### src/rtl/gcm_pkg.sv
// ----------------------------------------------------------------------------
// gcm_pkg
// Shared constants and types for the greedy change maker.
// ----------------------------------------------------------------------------
package gcm_pkg;

   localparam int NUM_COINS       = 4;
   localparam int AMOUNT_WIDTH    = 16;
   localparam int COIN_WIDTH      = 16;
   localparam int COUNT_WIDTH     = 16;
   localparam int CSR_INDEX_WIDTH = 4;
   localparam int COIN_IDX_WIDTH  = (NUM_COINS > 1) ? $clog2(NUM_COINS) : 1;

   typedef logic [COIN_WIDTH-1:0]  coin_type;
   typedef logic [COUNT_WIDTH-1:0] count_type;

   localparam count_type COUNT_MAX = {COUNT_WIDTH{1'b1}};

   localparam coin_type COIN_RESET [NUM_COINS] = '{
      COIN_WIDTH'(1), COIN_WIDTH'(5), COIN_WIDTH'(10), COIN_WIDTH'(25)
   };

endpackage

### src/rtl/greedy_change_maker.sv
// ----------------------------------------------------------------------------
// greedy_change_maker
// Greedy coin change over four configurable denominations, highest index first.
// ----------------------------------------------------------------------------
// A single restoring divider, shared by all denominations, retires one
// quotient bit per cycle; a denomination of zero skips the divider and
// records a count of zero. The result appears for one cycle on rsp_valid
// and is not held: the receiver must take it then. busy drops in that
// same cycle, so a new start may be given together with the strobe.
// Denominations are written on the csr port, which is always ready; writes
// to an index past the last coin are dropped.
// ----------------------------------------------------------------------------
module greedy_change_maker
   import gcm_pkg::*;
#(
   parameter int AMOUNT_WIDTH = gcm_pkg::AMOUNT_WIDTH
) (
   input  logic                       clock,
   input  logic                       reset,
   input  logic                       start,
   output logic                       busy,
   input  logic [AMOUNT_WIDTH-1:0]    req_amount,
   output logic                       rsp_valid,
   output logic [COUNT_WIDTH-1:0]     rsp_count_0,
   output logic [COUNT_WIDTH-1:0]     rsp_count_1,
   output logic [COUNT_WIDTH-1:0]     rsp_count_2,
   output logic [COUNT_WIDTH-1:0]     rsp_count_3,
   output logic                       rsp_cannot_change,
   input  logic                       csr_valid,
   output logic                       csr_ready,
   input  logic [CSR_INDEX_WIDTH-1:0] csr_index,
   input  logic [COIN_WIDTH-1:0]      csr_wdata
);

   localparam int BitCntWidth = (AMOUNT_WIDTH > 1) ? $clog2(AMOUNT_WIDTH) : 1;
   localparam logic [BitCntWidth-1:0] BitLast = BitCntWidth'(AMOUNT_WIDTH - 1);
   localparam logic [COIN_IDX_WIDTH-1:0] IdxTop = COIN_IDX_WIDTH'(NUM_COINS - 1);

   localparam logic [1:0] ST_IDLE = 2'd0;
   localparam logic [1:0] ST_DIV  = 2'd1;
   localparam logic [1:0] ST_DONE = 2'd2;

   logic [1:0]                state_ff, state_in;
   logic [COIN_IDX_WIDTH-1:0] idx_ff, idx_in;
   logic [BitCntWidth-1:0]    bit_ff, bit_in;
   logic [AMOUNT_WIDTH-1:0]   dq_ff, dq_in;
   coin_type                  part_ff, part_in;
   coin_type                  coin_ff [NUM_COINS];
   count_type                 cnt_ff [NUM_COINS];
   logic                      cnt_we;
   count_type                 cnt_wdata;
   logic                      rsp_valid_ff;
   count_type                 rsp_cnt_ff [NUM_COINS];
   logic                      rsp_fail_ff;

   coin_type                  coin_sel;
   logic [COIN_WIDTH:0]       trial;
   logic                      fits;
   coin_type                  part_new;
   logic [AMOUNT_WIDTH-1:0]   quot_new;

   // shared restoring divider step
   always_comb begin
      coin_sel = coin_ff[idx_ff];
      trial    = {part_ff, dq_ff[AMOUNT_WIDTH-1]};
      fits     = trial >= {1'b0, coin_sel};
      part_new = fits ? COIN_WIDTH'(trial - {1'b0, coin_sel}) : trial[COIN_WIDTH-1:0];
      quot_new = {dq_ff[AMOUNT_WIDTH-2:0], fits};
   end

   always_comb begin
      state_in  = state_ff;
      idx_in    = idx_ff;
      bit_in    = bit_ff;
      dq_in     = dq_ff;
      part_in   = part_ff;
      cnt_we    = 1'b0;
      cnt_wdata = '0;
      unique case (state_ff)
         ST_IDLE: begin
            if (start) begin
               state_in = ST_DIV;
               idx_in   = IdxTop;
               bit_in   = '0;
               dq_in    = req_amount;
               part_in  = '0;
            end
         end
         ST_DIV: begin
            if (coin_sel == '0) begin
               cnt_we = 1'b1;
               if (idx_ff == '0) begin
                  state_in = ST_DONE;
               end else begin
                  idx_in = idx_ff - 1'b1;
               end
            end else begin
               bit_in  = bit_ff + 1'b1;
               dq_in   = quot_new;
               part_in = part_new;
               if (bit_ff == BitLast) begin
                  cnt_we    = 1'b1;
                  cnt_wdata = (quot_new > AMOUNT_WIDTH'(COUNT_MAX)) ?
                              COUNT_MAX : COUNT_WIDTH'(quot_new);
                  bit_in    = '0;
                  dq_in     = AMOUNT_WIDTH'(part_new);
                  part_in   = '0;
                  if (idx_ff == '0) begin
                     state_in = ST_DONE;
                  end else begin
                     idx_in = idx_ff - 1'b1;
                  end
               end
            end
         end
         ST_DONE: begin
            state_in = ST_IDLE;
         end
         default: begin
            state_in = ST_IDLE;
         end
      endcase
   end

   always_ff @(posedge clock) begin
      if (reset) begin
         state_ff     <= ST_IDLE;
         rsp_valid_ff <= 1'b0;
         for (int i = 0; i < NUM_COINS; i++) begin
            coin_ff[i] <= COIN_RESET[i];
         end
      end else begin
         state_ff     <= state_in;
         rsp_valid_ff <= (state_ff == ST_DONE);
         if (csr_valid && csr_ready && (csr_index < CSR_INDEX_WIDTH'(NUM_COINS))) begin
            coin_ff[COIN_IDX_WIDTH'(csr_index)] <= csr_wdata;
         end
      end
   end

   always_ff @(posedge clock) begin
      idx_ff  <= idx_in;
      bit_ff  <= bit_in;
      dq_ff   <= dq_in;
      part_ff <= part_in;
      if (cnt_we) begin
         cnt_ff[idx_ff] <= cnt_wdata;
      end
      if (state_ff == ST_DONE) begin
         // dq holds the final remainder here
         rsp_fail_ff <= (dq_ff != '0);
         for (int i = 0; i < NUM_COINS; i++) begin
            rsp_cnt_ff[i] <= (dq_ff != '0) ? '0 : cnt_ff[i];
         end
      end
   end

   assign busy              = (state_ff != ST_IDLE);
   assign csr_ready         = 1'b1;
   assign rsp_valid         = rsp_valid_ff;
   assign rsp_count_0       = rsp_cnt_ff[0];
   assign rsp_count_1       = rsp_cnt_ff[1];
   assign rsp_count_2       = rsp_cnt_ff[2];
   assign rsp_count_3       = rsp_cnt_ff[3];
   assign rsp_cannot_change = rsp_fail_ff;

   a_start_busy : assert property (@(posedge clock) disable iff (reset)
      (start && !busy) |=> busy)
      else $error("accepted item did not raise busy");

   a_single_strobe : assert property (@(posedge clock) disable iff (reset)
      rsp_valid |=> !rsp_valid)
      else $error("result strobe longer than one cycle");

   a_fail_zero : assert property (@(posedge clock) disable iff (reset)
      (rsp_valid && rsp_cannot_change) |->
      (rsp_count_0 == '0 && rsp_count_1 == '0 && rsp_count_2 == '0 && rsp_count_3 == '0))
      else $error("failed item carries nonzero counts");

   a_done_strobe : assert property (@(posedge clock) disable iff (reset)
      (state_ff == ST_DONE) |=> (rsp_valid && !busy))
      else $error("finished item not delivered");

endmodule
### config.mk
export PLATFORM = sky130hd
export DESIGN_NAME = greedy_change_maker
export DESIGN_NICKNAME = d
export VERILOG_FILES = /design/src/rtl/gcm_pkg.sv /design/src/rtl/greedy_change_maker.sv
export SDC_FILE = /design/constraint.sdc
export NUM_CORES = 1
export LEC_CHECK = 0
export ABC_AREA = 1
export BUFFER_PORTS_ARGS = -buffer_cell sky130_fd_sc_hd__buf_2
export CAP_MARGIN = 40
export CORE_ASPECT_RATIO = 1.5
export CORE_MARGIN = 2
export CORE_UTILIZATION = 38
export DETAILED_ROUTE_END_ITERATION = 12
export PLACE_DENSITY = 0.61
export SKIP_CTS_REPAIR_TIMING = 1
export SYNTH_ARGS = -nofsm -noshare
export SYNTH_HDL_FRONTEND = slang
export SYNTH_SLANG_ARGS = --single-unit
### constraint.sdc
create_clock -name clock -period 4.2 [get_ports clock]
set_clock_uncertainty 0.15 [all_clocks]
set_input_delay 0.21 -clock clock [delete_from_list [all_inputs] [get_ports clock]]
set_output_delay 0.21 -clock clock [all_outputs]
set_load 0.01 [all_outputs]
==> results of run 1 <==
-- where the power goes --
part,total [mW],switching (mW),internal [mW]
Combinational,1.47,0.951,0.522
Sequential,2.81,0.0842,2.73
Clock,2.06,0.862,1.19
-- metal layers --
metal  share of wire [%]  track usage (%)  vias up
met3                 4.8            2.246       35
met5                   0                0        -
met4                 2.6            4.724        0
met1                  40            16.67     3326
li1                    -                -     3631
met2                  53            27.38      180
-- cell families after synthesis --
group / synth area share [%]
flip-flops: 66.05
other: 0.03520
adder cells (fa/ha/maj): 2.184
buffers and inverters: 7.575
AO/OA/AOI/OAI: 2.032
XOR/XNOR: 0.6577
AND/OR/NAND/NOR: 21.47
-- state kept, by name, indices dropped and copies added (netlist names), named ones only --
| register | flops |
|---|---|
| rsp_cannot_change | 1 |
| dq_ff | 16 |
| part_ff | 16 |
| state_ff | 2 |
| bit_ff | 4 |
| coin_ff | 64 |
| idx_ff | 2 |
| rsp_valid | 1 |
| cnt_ff | 64 |
| rsp_cnt_ff | 64 |
-- path summary, 6_finish.rpt --
check | to | cells after the start | startpoint
min | coin_ff[0][0] | 5 | csr_index[0]
min reg2reg | rsp_valid | 1 | state_ff[0]
max | dq_ff[10] | 19 | register
max reg2reg | dq_ff[10] | 19 | register
-- Yosys cell counts, types with 3 or more instances --
cell	instances	area [µm²]
sky130_fd_sc_hd__a21oi_1	15	75.07
sky130_fd_sc_hd__nor4_1	4	25.02
sky130_fd_sc_hd__xnor2_1	7	61.31
sky130_fd_sc_hd__o21ai_0	18	90.09
sky130_fd_sc_hd__edfxtp_1	231	6937
sky130_fd_sc_hd__nand3b_1	19	142.6
sky130_fd_sc_hd__nor2_2	11	68.82
sky130_fd_sc_hd__inv_2	3	11.26
sky130_fd_sc_hd__nand2_1	254	953.4
sky130_fd_sc_hd__dfxtp_1	5	100.1
sky130_fd_sc_hd__nor2_4	3	33.78
sky130_fd_sc_hd__nand2_2	3	18.77
sky130_fd_sc_hd__buf_6	7	78.83
sky130_fd_sc_hd__nand4_1	4	25.02
sky130_fd_sc_hd__inv_1	157	589.3
sky130_fd_sc_hd__nor2_1	180	675.7
sky130_fd_sc_hd__ha_1	17	212.7
sky130_fd_sc_hd__clkbuf_1	12	45.04
sky130_fd_sc_hd__buf_2	9	45.04
sky130_fd_sc_hd__nand3_1	61	305.3
-- cell type report --
| type | instances | share of cell area, % |
|---|---|---|
| flip-flops and latches | 236 | 55.82 |
| multi-input cells | 611 | 22.48 |
| repair buffers | 151 | 7.524 |
| inverters | 161 | 4.814 |
| clock buffers | 26 | 4.655 |
| well taps | 346 | 3.434 |
| clock inverters | 15 | 1.270 |
-- worst register-to-register path: stages (launching register included) --
cell,delay (ps)
sky130_fd_sc_hd__dfxtp_1,650
sky130_fd_sc_hd__inv_4,260
sky130_fd_sc_hd__nand2_1,140
sky130_fd_sc_hd__nand3_1,80
sky130_fd_sc_hd__nand2_1,120
sky130_fd_sc_hd__inv_1,70
sky130_fd_sc_hd__ha_1,170
sky130_fd_sc_hd__inv_1,110
sky130_fd_sc_hd__fa_1,220
sky130_fd_sc_hd__nand3_1,140
sky130_fd_sc_hd__nand2_1,200
sky130_fd_sc_hd__nand2_1,70
sky130_fd_sc_hd__nand2_1,140
sky130_fd_sc_hd__nand2_1,100
sky130_fd_sc_hd__nand2_1,70
sky130_fd_sc_hd__nand2_1,50
sky130_fd_sc_hd__nand2_1,90
sky130_fd_sc_hd__nand2_1,80
sky130_fd_sc_hd__nand3_1,90
sky130_fd_sc_hd__nand2_1,50
-- metrics by stage --
step | utilization, % | hold WS [ps] | setup WS (ps) | instance area, µm²
after floorplan | - | 132.4 | 389.7 | 10650
after global placement | 41.54 | 327.8 | 1006 | 11540
after detailed placement | 41.54 | 329.9 | 937.0 | 11540
after CTS | 44.23 | -218.3 | 887.1 | 12290
after global routing | 45.38 | 3.598 | 580.5 | 12610
final | 45.38 | -38.33 | 896.2 | 12610
==> reports/qor.log, run 1 <==
INFO  timing         timing.max_slew.rel_slack=44.30%
INFO  drt            drt_drc_violations_left=0
INFO  setup_path     timing.critical_path.to_type=register
INFO  setup_path     critical-path-slowest-cell=sky130_fd_sc_hd__dfxtp_1
INFO  logic_synthesis yosysUniqueCellTypes=39
INFO  placement      finalWeightedCongestion=0.8832
INFO  power          vdd_ir_drop_max=253.6µV
INFO  logic_synthesis ys_warn_count=0
INFO  setup_path     timing.critical_path.max_delay_family=simple AND/OR/NAND/NOR gates
INFO  power          total_power=6.343mW
INFO  logic_synthesis ys.flop_type=sky130_fd_sc_hd__edfxtp_1
INFO  clock_network  path_clk_slew=70ps
INFO  logic_synthesis seq_area_frac_synth=66.05%
INFO  finish         finish.cell_count_without_fillers=1546
INFO  logic_synthesis postSynth.asyncResetShare=0%
INFO  logic_synthesis synth-edff-count=231
INFO  timing         finalWorstPathRequiredPeriod=3304ps
INFO  setup_path     path_max_fanout=32
INFO  timing         timing_max_transition_violations_final=0
INFO  drt            ant_nets=0
INFO  clock_network  cts_made_buffers=23
INFO  die            floorplan.rows=75
INFO  drt            first_pass_iteration_count_of_the_detailed_router=4
INFO  setup_path     rrSetupSlack=900ps
INFO  drt            routed-via-count=7172
INFO  power          leakage_power=5.898nW
INFO  global_route   first_global_vias=6919
INFO  setup_path     timing.critical_path.required=4300ps
INFO  placement      dpl.hpwl=15.15mm
INFO  clock_network  insertion_delay_of_the_later_clocked_pin_in_the_worst_skew_pair=520ps
INFO  status         violations=negative hold slack
INFO  drt            wl_per_cell=14.04µm
INFO  global_route   antenna_found_initial=0
INFO  timing         timing.final.crit_share=78.66%
INFO  finish         layout_area_growth_over_synthesis=18.32%
INFO  timing         hold_ws=-38.33ps
INFO  global_route   maximum_number_of_pins_on_one_net_before_global_route_repair=66
INFO  finish         layout.filler_cells=2625
INFO  die            initial_core_util=38.36%
INFO  clock_network  clockBufferDepth=3
INFO  setup_path     cp_common_cell=sky130_fd_sc_hd__nand2_1
INFO  flow_run       cap_violations=0
INFO  global_route   wire_length_of_the_first_global_routing_pass=34.35mm
INFO  finish         register_area=7037µm²
INFO  setup_path     critical_path.n_buffers_inverters=3
INFO  clock_network  cts_tree=yes
INFO  logic_synthesis syn-instance-count=1039
INFO  status         status=finished with violations
INFO  setup_path     largest_stage_delay_worst_path=650ps
INFO  timing         setup_viol=0
INFO  placement      place.port_buffers=106
INFO  timing         maxClockFrequency=0.3027GHz
INFO  finish         layout-drive-gt1-share=14.83%
INFO  drt            detail_route.iter0.violations=311
INFO  timing         grt_setup_unrepaired=false
INFO  finish         layout_commonest_cell=sky130_fd_sc_hd__nand2_1
INFO  timing         fin_tns_setup=0ps
INFO  drt            route.detailed.vias_per_inst=4.639
INFO  setup_path     critical_path_cell_by_cell=inv_4 > nand2_1 > nand3_1 > nand2_1 > inv_1 > ha_1 > inv_1 > fa_1 > nand3_1 > nand2_1 > nand2_1 > nand2_1 > nand2_1 > nand2_1 > nand2_1 > nand2_1 > nand2_1 > nand3_1 > nand2_1
INFO  die            die_w=140.7µm
INFO  global_route   globalRouteOverflowTotal=0
INFO  die            die-height=209.1µm
INFO  timing         tightest_slew=833.5ps
INFO  logic_synthesis cell_area_after_technology_mapping=10650µm²
INFO  clock_network  maximum_level_of_the_cts_h_tree=1
INFO  clock_network  cts_num_sinks=236
INFO  finish         multiInputGateArea=2834µm²
INFO  placement      place.detailed.instances=1473
INFO  clock_network  clock-root-buffer=sky130_fd_sc_hd__clkbuf_16
INFO  power          power_density=503.2nW/µm²
INFO  die            pin_count=108
INFO  finish         final_cell_mix=sky130_fd_sc_hd__nand2_1 (254), sky130_fd_sc_hd__edfxtp_1 (231), sky130_fd_sc_hd__nor2_1 (179), sky130_fd_sc_hd__inv_1 (157), sky130_fd_sc_hd__buf_2 (106)
INFO  finish         insertedDiodeCount=0
INFO  logic_synthesis synth-seq-cells=236
INFO  die            design.die.area=29420µm²
INFO  finish         final_net_count=1242
INFO  timing         timing.final.hold_violations=9
INFO  hold_path      holdCritPathClass=primary input to register
INFO  setup_path     worstSetupStartpointType=register
INFO  drt            postRouteWirelength=21.70mm
INFO  setup_path     critical_path_class=register to register
INFO  global_route   groute.usage.overall=14.53%
INFO  logic_synthesis syn_nets=1097
INFO  setup_path     worst_ep_arrival_time=3400ps
INFO  die            floorplan.core_area=27780µm²
INFO  logic_synthesis synth_area_per_cell=10.25µm²
Note: power is estimated with default switching activity, not from simulation.
==> run 2: changes to the inputs <==
PLACE_DENSITY = 0.64   (was 0.61)
clock period = 2.83 ns   (was 4.2 ns; I/O delays follow)
==> run 2 against run 1 <==
  * The flow now finishes without violations
  * Via count grew 0.50%
  * Register-to-register slack lost 720 ps
  * Clock power grew 47%
  * Clock-buffer cell count grew 5
  * Power grew 52%
  * Critical path depth shrank 1
  * Hold slack gained 180 ps
==> reports/qor.log, run 2 (synthesized netlist as in run 1, its figures left out) <==
INFO  drt            wl_per_cell=13.75µm [was 14.04 µm]
INFO  power          switchingPower=2.851mW [was 1.898 mW]
INFO  die            pin_count=108 [unchanged]
INFO  timing         setup_viol=0 [unchanged]
INFO  hold_path      hold_path_startpoint=csr_index[3] [was csr_index[0]]
INFO  timing         finalWorstPathRequiredPeriod=2656ps [was 3304 ps]
INFO  clock_network  cts_tree=yes [unchanged]
INFO  clock_network  clock-root-buffer=sky130_fd_sc_hd__clkbuf_16 [unchanged]
INFO  power          vdd_ir_drop_max=368.6µV [was 253.6 µV]
INFO  finish         final_net_count=1269 [was 1242]
INFO  finish         layout_area_growth_over_synthesis=22.63% [was 18.32%]
INFO  power          swShare=29.59% [was 29.92%]
INFO  clock_network  clockBufferDepth=3 [unchanged]
INFO  setup_path     worstSetupStartpointType=register [unchanged]
INFO  finish         insertedDiodeCount=0 [unchanged]
INFO  power          power_density=737.3nW/µm² [was 503.2 nW/µm²]
INFO  finish         largest_registers=cnt_ff: 64 flops, coin_ff: 64 flops, rsp_cnt_ff: 64 flops [unchanged]
INFO  drt            drt_drc_violations_left=0 [unchanged]
INFO  power          combinationalPowerShare=25.3% [was 23.2%]
INFO  global_route   first_global_vias=7017 [was 6919]
INFO  hold_path      holdCritPathClass=primary input to register [unchanged]
INFO  placement      place.port_buffers=106 [unchanged]
INFO  status         status=completed [was finished with violations]
INFO  global_route   maximum_number_of_pins_on_one_net_before_global_route_repair=66 [unchanged]
INFO  finish         final_cell_mix=sky130_fd_sc_hd__nand2_1 (249), sky130_fd_sc_hd__edfxtp_1 (231), sky130_fd_sc_hd__nor2_1 (179), sky130_fd_sc_hd__inv_1 (157), sky130_fd_sc_hd__buf_2 (106) [was sky130_fd_sc_hd__nand2_1 (254), sky130_fd_sc_hd__edfxtp_1 (231), sky130_fd_sc_hd__nor2_1 (179), sky130_fd_sc_hd__inv_1 (157), sky130_fd_sc_hd__buf_2 (106)]
INFO  flow_run       cap_violations=0 [unchanged]
INFO  placement      dpl.hpwl=15.47mm [was 15.15 mm]
INFO  timing         timing_max_transition_violations_final=0 [unchanged]
INFO  timing         fin_ws=174.1ps [was 896.2 ps]
INFO  power          total_power=9.633mW [was 6.343 mW]
INFO  drt            first_pass_iteration_count_of_the_detailed_router=5 [was 4]
INFO  clock_network  cts_made_buffers=22 [was 23]
INFO  clock_network  path_clk_slew=70ps [about the same]
INFO  timing         tightest_slew=644.3ps [was 833.5 ps]
INFO  clock_network  cts_num_sinks=236 [unchanged]
INFO  drt            ant_nets=0 [unchanged]
INFO  placement      finalWeightedCongestion=0.9011 [was 0.8832]
INFO  setup_path     timing.critical_path.to_type=register [unchanged]
INFO  die            floorplan.core_area=27780µm² [unchanged]
INFO  global_route   antenna_found_initial=0 [unchanged]
INFO  timing         timing.final.crit_share=93.85% [was 78.66%]
INFO  die            design.die.area=29420µm² [unchanged]
INFO  placement      detailedPlace.worstSlack=-102.7ps [was 937.0 ps]
INFO  global_route   globalRouteOverflowTotal=0 [unchanged]
INFO  timing         timing.final.hold_violations=0 [was 9]
INFO  setup_path     critical_path_class=register to register [unchanged]
INFO  die            initial_core_util=38.36% [unchanged]
INFO  global_route   groute.usage.overall=14.58% [was 14.53%]
INFO  power          power.share.clock=31.4% [was 32.4%]
INFO  timing         maxClockFrequency=0.3765GHz [was 0.3027 GHz]
INFO  power          power.internal=6.783mW [was 4.445 mW]
INFO  setup_path     path_max_fanout=7 [was 32]
INFO  die            die-height=209.1µm [unchanged]
INFO  setup_path     worst_ep_arrival_time=2770ps [was 3400 ps]
INFO  clock_network  insertion_delay_of_the_later_clocked_pin_in_the_worst_skew_pair=510ps [was 520 ps]
INFO  die            die_w=140.7µm [unchanged]
INFO  timing         grt_setup_unrepaired=true [was false]
INFO  timing         timing.max_slew.rel_slack=57.05% [was 44.30%]
INFO  clock_network  maximum_level_of_the_cts_h_tree=1 [unchanged]
INFO  finish         layout_commonest_cell=sky130_fd_sc_hd__nand2_1 [unchanged]
INFO  die            floorplan.rows=75 [unchanged]
INFO  global_route   wire_length_of_the_first_global_routing_pass=34.38mm [was 34.35 mm]
INFO  drt            detail_route.iter0.violations=371 [was 311]
INFO  drt            routed-via-count=7208 [was 7172]
INFO  finish         layout-drive-gt1-share=17.36% [was 14.83%]
INFO  power          leakage_power=6.071nW [was 5.898 nW]
INFO  setup_path     timing.critical_path.required=2940ps [was 4300 ps]
INFO  drt            route.detailed.vias_per_inst=4.582 [was 4.639]
INFO  drt            postRouteWirelength=21.64mm [was 21.70 mm]
INFO  power          power.share.sequential=43.4% [was 44.4%]
-- run 2: cell types whose count changed in the layout (fill, tap and decap cells not counted), moves of 5 or more --
cell                            previous run  this run
sky130_fd_sc_hd__buf_12                    0         9
sky130_fd_sc_hd__dlygate4sd3_1            32        40
sky130_fd_sc_hd__buf_4                    13        18
sky130_fd_sc_hd__buf_6                     0         5
sky130_fd_sc_hd__clkinv_1                  6         1
sky130_fd_sc_hd__nand2_1                 254       249
-- run 2: critical path, cell delays in order, from the launching register on --
cell and delay (ps):
sky130_fd_sc_hd__dfxtp_4 410, sky130_fd_sc_hd__buf_6 140, sky130_fd_sc_hd__nand2_1 60, sky130_fd_sc_hd__nand3_1 90, sky130_fd_sc_hd__nand2_2 70, sky130_fd_sc_hd__inv_1 60
sky130_fd_sc_hd__ha_1 130, sky130_fd_sc_hd__inv_1 60, sky130_fd_sc_hd__fa_2 360, sky130_fd_sc_hd__nand3_2 110, sky130_fd_sc_hd__nand2_2 90, sky130_fd_sc_hd__nand2_1 90
sky130_fd_sc_hd__nand2_2 90, sky130_fd_sc_hd__nand2_2 90, sky130_fd_sc_hd__nand3b_1 80, sky130_fd_sc_hd__nand2_2 90, sky130_fd_sc_hd__nand2_1 70, sky130_fd_sc_hd__nand3_1 90
sky130_fd_sc_hd__nand2_1 50
-- run 2: layout make-up --
type	count	area [µm²]
multi-input cells	611	2908
inverters	161	619.3
clock buffers	31	604.3
well taps	346	432.9
repair buffers	179	1318
flip-flops and latches	236	7041
clock inverters	9	142.6
fillers	2556	14710
-- run 2: final timing paths --
path | endpoint | slack, ps | cells after the start
worst min-delay path | coin_ff[3][0] | 140 | 5
worst max register to register | dq_ff[10] | 170 | 18
worst max-delay path | dq_ff[10] | 170 | 18
worst min register to register | rsp_valid | 390 | 1
-- run 2: power by group through the flow --
| stage | sequential, mW | clock (mW) | combinational (mW) |
|---|---|---|---|
| finish | 4.18 | 3.02 | 2.44 |
| global route | 4.20 | 3.22 | 2.76 |
| CTS | 4.17 | 3.09 | 2.29 |
| detailed placement | 4.24 | 0 | 2.28 |
| global placement | 4.24 | 0 | 2.26 |
| floorplan | 4.18 | 0 | 1.72 |
-- run 2: routing by layer --
| metal | routed length [µm] | vias to the layer above | track usage, % | part of all wire (%) |
|---|---|---|---|---|
| li1 | - | 3700 | - | - |
| met1 | 8555 | 3288 | 16.49 | 40 |
| met2 | 11640 | 180 | 27.64 | 54 |
| met3 | 901 | 40 | 1.719 | 4.2 |
| met4 | 540 | 0 | 5.759 | 2.5 |
| met5 | 0 | - | 0 | 0 |
-- run 2: metrics by stage --
stage               area (µm²)  hold WS [ps]  utilization (%)  setup TNS [ps]  std cells
CTS                      12540        -286.4            45.13          -344.9       1533
global placement         11790         244.7            42.44          -65.83       1493
floorplan                10660         63.88                -               0       1039
global route             13070         179.1            47.04          -24.57       1573
detailed placement       11790         254.8            42.44          -241.5       1493
finish                   13070         138.7            47.04               0       1573
